### src/rtl/bf3en_pkg.sv
// shared types, constants and the divisor table of the 3x3 box filter
package bf3en_pkg;

    localparam int DEF_MAX_WIDTH  = 1024;
    localparam int DEF_MAX_HEIGHT = 4096;

    localparam int PIX_W       = 8;
    localparam int FW_W        = 11;
    localparam int FH_W        = 13;
    localparam int OX_W        = 10;
    localparam int OY_W        = 12;
    localparam int CFG_IDX_W   = 1;
    localparam int CFG_DATA_W  = 13;
    localparam int SUM_W       = 12;
    localparam int CNT_W       = 4;
    localparam int RECIP_W     = 17;
    localparam int RECIP_SHIFT = 16;
    localparam int PROD_W      = SUM_W + RECIP_W;

    localparam logic [FW_W-1:0] FW_RESET = 11'd352;
    localparam logic [FH_W-1:0] FH_RESET = 13'd288;

    typedef enum logic [CFG_IDX_W-1:0] {
        REG_FRAME_WIDTH  = 1'b0,
        REG_FRAME_HEIGHT = 1'b1
    } cfg_reg_t;

    typedef enum logic [4:0] {
        ST_IDLE  = 5'b00001,
        ST_FETCH = 5'b00010,
        ST_SUM   = 5'b00100,
        ST_DIV   = 5'b01000,
        ST_OUT   = 5'b10000
    } ctrl_state_t;

    typedef struct packed {
        logic accept;
        logic fetch;
        logic sum;
        logic div;
        logic next;
    } dp_cmd_t;

    typedef struct packed {
        logic has_result;
        logic more;
    } dp_status_t;

    // ceil(2^16 / n), exact for sums up to 9 * 255
    function automatic logic [RECIP_W-1:0] recip(input logic [CNT_W-1:0] n);
        logic [RECIP_W-1:0] r;
        case (n)
            4'd1:    r = 17'd65536;
            4'd2:    r = 17'd32768;
            4'd3:    r = 17'd21846;
            4'd4:    r = 17'd16384;
            4'd6:    r = 17'd10923;
            4'd9:    r = 17'd7282;
            default: r = '0;
        endcase
        return r;
    endfunction

endpackage

### src/rtl/bf3en_ctrl.sv
// controller state machine: sequences fetch, sum, divide and output per pixel
module bf3en_ctrl
    import bf3en_pkg::*;
(
    input  logic       clk,
    input  logic       rst_n,
    input  logic       in_valid,
    output logic       in_stall,
    output logic       out_valid,
    input  logic       out_stall,
    output dp_cmd_t    cmd,
    input  dp_status_t status
);

    ctrl_state_t state_reg;
    ctrl_state_t state_next;

    always_ff @(posedge clk or negedge rst_n)
    begin
        if (!rst_n)
        begin
            state_reg <= ST_IDLE;
        end
        else
        begin
            state_reg <= state_next;
        end
    end

    always_comb
    begin
        state_next = state_reg;
        cmd        = '0;
        case (state_reg)
            ST_IDLE:
            begin
                if (in_valid)
                begin
                    cmd.accept = 1'b1;
                    state_next = ST_FETCH;
                end
            end
            ST_FETCH:
            begin
                cmd.fetch  = 1'b1;
                state_next = status.has_result ? ST_SUM : ST_IDLE;
            end
            ST_SUM:
            begin
                cmd.sum    = 1'b1;
                state_next = ST_DIV;
            end
            ST_DIV:
            begin
                cmd.div    = 1'b1;
                state_next = ST_OUT;
            end
            ST_OUT:
            begin
                if (!out_stall)
                begin
                    if (status.more)
                    begin
                        cmd.next   = 1'b1;
                        state_next = ST_SUM;
                    end
                    else
                    begin
                        state_next = ST_IDLE;
                    end
                end
            end
            default:
            begin
                state_next = ST_IDLE;
            end
        endcase
    end

    assign in_stall  = (state_reg != ST_IDLE);
    assign out_valid = (state_reg == ST_OUT);

endmodule

### config.mk
export PLATFORM = sky130hd
export DESIGN_NAME = bf3en_ctrl
export DESIGN_NICKNAME = d
export VERILOG_FILES = /design/src/rtl/bf3en_pkg.sv /design/src/rtl/bf3en_ctrl.sv
export SDC_FILE = /design/constraint.sdc
export NUM_CORES = 1
export LEC_CHECK = 0
export ABC_CLOCK_PERIOD_IN_PS = 1670
export BUFFER_PORTS_ARGS = -buffer_cell sky130_fd_sc_hd__clkbuf_2
export CORE_AREA = 2 2 39 41
export CTS_BUF_LIST = sky130_fd_sc_hd__clkbuf_16
export DETAILED_ROUTE_END_ITERATION = 16
export DIE_AREA = 0 0 41 43
export SYNTH_ARGS = -nofsm -noshare
export SYNTH_HDL_FRONTEND = slang
export SYNTH_SLANG_ARGS = --single-unit
### constraint.sdc
create_clock -name clk -period 1.67 [get_ports clk]
set_input_delay 0.334 -clock clk [delete_from_list [all_inputs] [get_ports clk]]
set_output_delay 0.334 -clock clk [all_outputs]
set_load 0.005 [all_outputs]
==> results of run 1 <==
## final cells by class
class	instances	area, sq um	area share, %
well taps	16	20.0	3.87
inverters	1	3.75	0.726
multi-input cells	25	180	34.9
clock buffers	3	75.1	14.5
flip-flops and latches	5	126	24.5
repair buffers	18	108	20.8
clock inverters	1	3.75	0.726
## worst min-delay path, stage by stage
cell and delay, ns:
clkbuf_2 0.09, inv_1 0.06, nor2_1 0.05
## cell usage after synthesis, types with 2 or more instances
| cell | instances | area, sq um |
|---|---|---|
| and3b_1 | 2 | 17.5 |
| nand2_1 | 3 | 11.3 |
| nor3_1 | 3 | 15.0 |
| nor2_1 | 7 | 26.3 |
| dfrtp_1 | 4 | 100 |
## layout by cell type, fill, tap and decap left out
master,instances
dfstp_2,1
o31a_1,1
dlygate4sd3_1,1
nand2_2,1
buf_2,2
and3b_1,1
xor2_1,1
nor2_1,6
dfrtp_1,4
nand3b_1,1
a21o_1,1
inv_1,2
or3b_4,1
nand2_1,2
nor3_1,2
o41a_1,1
nor2_2,1
a221oi_2,1
and3b_2,1
nor3_2,1
nor3_4,1
clkbuf_2,10
o21ai_0,1
o21a_1,1
clkbuf_16,3
buf_4,5
## path summary, 6_finish.rpt
path	start	endpoint	slack, ns	cells after the start
setup / recovery	state_reg[1]	cmd[0]	-0.04	5
hold / removal	in_valid	state_reg[1]	0.35	3
setup reg to reg	state_reg[0]	state_reg[0]	0.22	4
hold reg to reg	state_reg[4]	state_reg[3]	0.61	1
max in group asynchronous	rst_n	state_reg[0]	0.99	2
min in group asynchronous	rst_n	state_reg[2]	0.46	2
## kinds of logic after synthesis
group	synth area share (%)
simple gates	32.6
compound gates	18.6
flops	42.8
buf+inv	2.96
xor+xnor	2.97
## where the power goes
part	leakage (nW)	switching (mW)	internal [mW]	total (mW)
sequential	0.0653	0.0418	0.158	0.200
combinational	0.161	0.106	0.132	0.238
clock	0.0423	0.0689	0.309	0.378
total	0.269	0.217	0.600	0.816
## repair_timing
action	in CTS	in global routing
resized for setup	3	5
hold endpoints to repair	4	0
setup endpoints to repair	2	4
buffers inserted	3	1
hold buffers	1	0
pin swaps	2	4
## layer usage
metal	share of wire, %	vias to the layer above	routed length, um	GRT usage [%]
li1	-	154	-	-
met3	3.3	0	24	3.14
met4	0	0	0	8.00
met1	40	139	295	10.8
met5	0	-	0	0
met2	56	5	415	14.7
## metrics by stage
| step | power [mW] | setup TNS (ns) | area [sq um] |
|---|---|---|---|
| global placement | 0.391 | 0 | 378 |
| CTS | 0.824 | -0.0110 | 503 |
| global route | 0.868 | -0.285 | 517 |
| detailed placement | 0.392 | 0 | 378 |
| floorplan | 0.324 | 0 | 295 |
| finish | 0.816 | -0.0372 | 517 |
==> flow_metrics.env, run 1 <==
export IMPL_drt_wl_total_um=735
export IMPL_detail_route_antenna_nets=0
export IMPL_cts_tree="built"
export IMPL_largest_reg_flops=5
export IMPL_antenna_cells=0
export IMPL_postSynthAreaPerCell_sq_um=9.23
export IMPL_clk_pin_slew_ns=0.03
export IMPL_first_global_vias=286
export IMPL_hold_path_class="primary input to flop"
export IMPL_coreArea_sq_mm=0.00138
export IMPL_synth_fp_nets=38
export IMPL_drtPass1Iterations=1
export IMPL_gp_congestion=0.655
export IMPL_drtIter0Drc=0
export IMPL_dieArea_sq_mm=0.00176
export IMPL_cts_buffers=3
export IMPL_dp_cells=60
export IMPL_setup_worst_path_start_class="flop"
export IMPL_htreeDepth=1
export IMPL_yosys_cell_types_count=18
export IMPL_fp_row_count=14
export IMPL_synth_edf_count=0
export IMPL_power_density_mw_per_mm2=1580
export IMPL_dr_total_vias=298
export IMPL_clock_fmax_ghz=0.586
export IMPL_n_fill_cell=150
export IMPL_slew_headroom_pct=83.3
export IMPL_die_y_um=43
export IMPL_crit_path_max_fanout=4
export IMPL_finalMaxSlewViolations=0
export IMPL_layout_min_cycle_time_ns=1.71
export IMPL_ios=13
export IMPL_drv_cap=0
export IMPL_path_class="flop to output pin"
export IMPL_die_x_um=41
export IMPL_final_hold_viol_count=0
export IMPL_yosysWarningCount=0
export IMPL_grt_max_degree=7
export IMPL_dpl_hpwl_um=506
export IMPL_cts_root_buffer="clkbuf_16"
export IMPL_cpPeakStageDelay_ns=0.40
export IMPL_wl_per_cell_um=10.7
export IMPL_overflow=0
export IMPL_clock_path_buffers=2
export IMPL_grtUsageTotal_pct=9.89
export IMPL_period_share_pct=102
export IMPL_nNetsFinal=60
export IMPL_post_place_ws_ns=0.198
export IMPL_stdcell_count=69
export IMPL_cp_required_ns=1.34
export IMPL_critPathTopFamily="simple AND/OR/NAND/NOR gates"
export IMPL_io_buffer_count=12
export IMPL_synthCells=32
export IMPL_grt_pass1_wl_um=1130
export IMPL_synth_seq_cells=5
export IMPL_initial_core_util_pct=21.3
export IMPL_layout_setup_ws_ns=-0.0360
export IMPL_netlist_area_sq_um=295
export IMPL_setup_viol=2
export IMPL_vias_per_cell=4.32
export IMPL_synth_main_ff_cell="dfrtp_1"
export IMPL_cp_arrival_ns=1.37
export IMPL_vdd_ir_drop_max_mv=0.772
export IMPL_violations="setup timing"
export IMPL_ys_seq_area_share_pct=42.8
export IMPL_cts_sinks=5
export IMPL_timing_clock_skew_ns=0.00167
export IMPL_antenna_found_initial=0
export IMPL_rsz0062_at_grt="true"
export IMPL_area_growth_pct=75.0
export IMPL_p_leak_nw=0.269
export IMPL_drc=0
export IMPL_status="finished, violations left"
export IMPL_critical_path_buf_inv_count=1
export IMPL_crit_chain="nor3_2 -> and3b_2 -> nand2_2 -> nor2_2 -> buf_2"
export IMPL_clk_latency_ns=0.22
export IMPL_worst_slew_pin_slew_ns=0.250
export IMPL_cp_slowest_cell="dfrtp_1"
export IMPL_final_util_pct=37.3
export IMPL_worstSetupEndpointType="output pin"
export IMPL_drive_gt1_share_pct=52.8
export IMPL_synthArstFlopShare_pct=100
export IMPL_whs_ns=0.350
Note: power is estimated with default switching activity, not from simulation.
==> inputs of run 2 (changes only) <==
- SETUP_SLACK_MARGIN: unset -> 0.4
==> flow_metrics.env, run 2 (synthesis gave the netlist of run 1 again) <==
export IMPL_p_switching_uw=240
export IMPL_vdd_ir_drop_max_mv=0.938
export IMPL_cp_required_ns=1.34
export IMPL_final_hold_viol_count=0
export IMPL_cts_buffers=3
export IMPL_vias_per_cell=4.45
export IMPL_cpPeakStageDelay_ns=0.41
export IMPL_worstSetupEndpointType="output pin"
export IMPL_dpl_hpwl_um=499
export IMPL_post_place_ws_ns=0.116
export IMPL_cp_arrival_ns=1.36
export IMPL_clock_fmax_ghz=0.589
export IMPL_r2r_end="state_reg[2]"
export IMPL_drv_cap=0
export IMPL_cts_sinks=5
export IMPL_dieArea_sq_mm=0.00176
export IMPL_drtPass1Iterations=2
export IMPL_clock_path_buffers=2
export IMPL_setup_worst_path_start_class="flop"
export IMPL_rrSetupSlack_ns=0.06
export IMPL_wl_per_cell_um=11.3
export IMPL_coreArea_sq_mm=0.00138
export IMPL_whs_ns=0.348
export IMPL_period_share_pct=102
export IMPL_antenna_cells=0
export IMPL_ios=13
export IMPL_htreeDepth=1
export IMPL_finalPower_uw=887
export IMPL_worst_slew_pin_slew_ns=0.223
export IMPL_r2r_cells=6
export IMPL_n_fill_cell=131
export IMPL_finalMaxSlewViolations=0
export IMPL_crit_path_max_fanout=4
export IMPL_timing_clock_skew_ns=0.000726
export IMPL_clk_latency_ns=0.22
export IMPL_routed_top_layer="met3"
export IMPL_area_growth_pct=105
export IMPL_die_y_um=43
export IMPL_mostFrequentLayoutCells="clkbuf_2, buf_4, nor2_1"
export IMPL_layout_min_cycle_time_ns=1.70
export IMPL_die_x_um=41
export IMPL_drt_wl_total_um=848
export IMPL_startpoint="state_reg[3]"
export IMPL_internal_power_uw=647
export IMPL_clk_pin_slew_ns=0.03
export IMPL_path_class="flop to output pin"
export IMPL_antenna_found_initial=0
export IMPL_nNetsFinal=66
export IMPL_switching_share_pct=27.0
export IMPL_first_global_vias=330
export IMPL_routed_wl_met3_um=21
export IMPL_slew_headroom_pct=85.1
export IMPL_setup_viol=1
export IMPL_grtUsageTotal_pct=10.5
export IMPL_cts_root_buffer="clkbuf_16"
export IMPL_dr_total_vias=334
export IMPL_hold_path_class="primary input to flop"
export IMPL_p_leak_nw=0.312
export IMPL_grt_pass1_wl_um=1220
export IMPL_crit_chain="nor3_2 -> and3b_2 -> nand2_4 -> nor2_2 -> clkbuf_2"
export IMPL_io_buffer_count=12
export IMPL_initial_core_util_pct=21.3
export IMPL_p_comb_share_pct=33.6
export IMPL_gp_congestion=0.653
export IMPL_p_seq_share_pct=23.4
export IMPL_drc=0
export IMPL_drt_met1_wl_um=322
export IMPL_crit_end="cmd[0]"
export IMPL_layout_setup_ws_ns=-0.0270
export IMPL_fp_row_count=14
export IMPL_met2_length_um=505
export IMPL_cts_tree="built"
export IMPL_cp_slowest_cell="dfrtp_1"
export IMPL_largest_reg_flops=5
export IMPL_overflow=0
export IMPL_status="finished, violations left"
export IMPL_grt_max_degree=7
export IMPL_rsz0062_at_grt="true"
export IMPL_drtIter0Drc=1
export IMPL_drive_gt1_share_pct=64.4
export IMPL_power_density_mw_per_mm2=1470
export IMPL_detail_route_antenna_nets=0
export IMPL_clockPowerShare_pct=43.0
export IMPL_r2r_start="state_reg[0]"
export IMPL_violations="setup timing"
export IMPL_layout_commonest_cell="clkbuf_2"
-- run 2: power by group through the flow --
stage / combinational (mW) / clock, mW / sequential (mW)
floorplan: 0.140 / 0 / 0.192
global placement: 0.200 / 0 / 0.201
detailed placement: 0.203 / 0 / 0.200
CTS: 0.290 / 0.390 / 0.197
global route: 0.325 / 0.404 / 0.213
finish: 0.298 / 0.382 / 0.207
-- run 2: how the worst min path moves through the flow --
stage	endpoint	cells past startpoint	slack (ns)	startpoint
finish	state_reg[1]	3	0.35	in_valid
CTS	state_reg[1]	3	0.34	in_valid
detailed placement	state_reg[3]	1	0.15	rst_n
floorplan	state_reg[1]	0	0.04	rst_n
global placement	state_reg[3]	1	0.15	rst_n
global route	state_reg[1]	3	0.36	in_valid
-- run 2: repair_timing --
action | 4_1_cts | 5_1_grt
endpoints found under the hold margin | 4 | 0
setup buffers | 7 | 4
hold buffers | 1 | 0
pin swaps | 6 | 4
setup endpoints to repair | 9 | 10
resized for setup | 6 | 7
-- run 2: critical path: cells and delay by family (launching register included) --
family | cells | cell delay (ns)
AND/OR/NAND/NOR | 4 | 0.61
flip-flops | 1 | 0.41
buffers and inverters | 1 | 0.12
-- run 2: through the flow --
step           cells  utilization (%)  setup TNS (ns)  instance area [sq um]
2_1_floorplan     32                -               0                    317
3_3_place_gp      59             27.8               0                    385
3_5_place_dp      59             27.8               0                    385
4_1_cts           71             39.5               0                    547
5_1_grt           75             43.8         -0.0916                    606
6_report          75             43.8         -0.0270                    606
-- run 2: cell type report --
type / count / area (sq um) / share of cell area (%)
inverter: 1 / 3.75 / 0.620
timing repair buffer: 24 / 176 / 29.1
sequential: 5 / 130 / 21.5
clock buffer: 3 / 75.1 / 12.4
multi-input combinational: 25 / 196 / 32.4
tap: 16 / 20.0 / 3.31
clock inverter: 1 / 3.75 / 0.620
-- run 2: layer usage --
| metal | up-vias | GRT usage [%] |
|---|---|---|
| met1 | 164 | 9.21 |
| met2 | 3 | 19.1 |
| li1 | 167 | - |
| met4 | 0 | 6.00 |
| met3 | 0 | 3.14 |
| met5 | - | 0 |
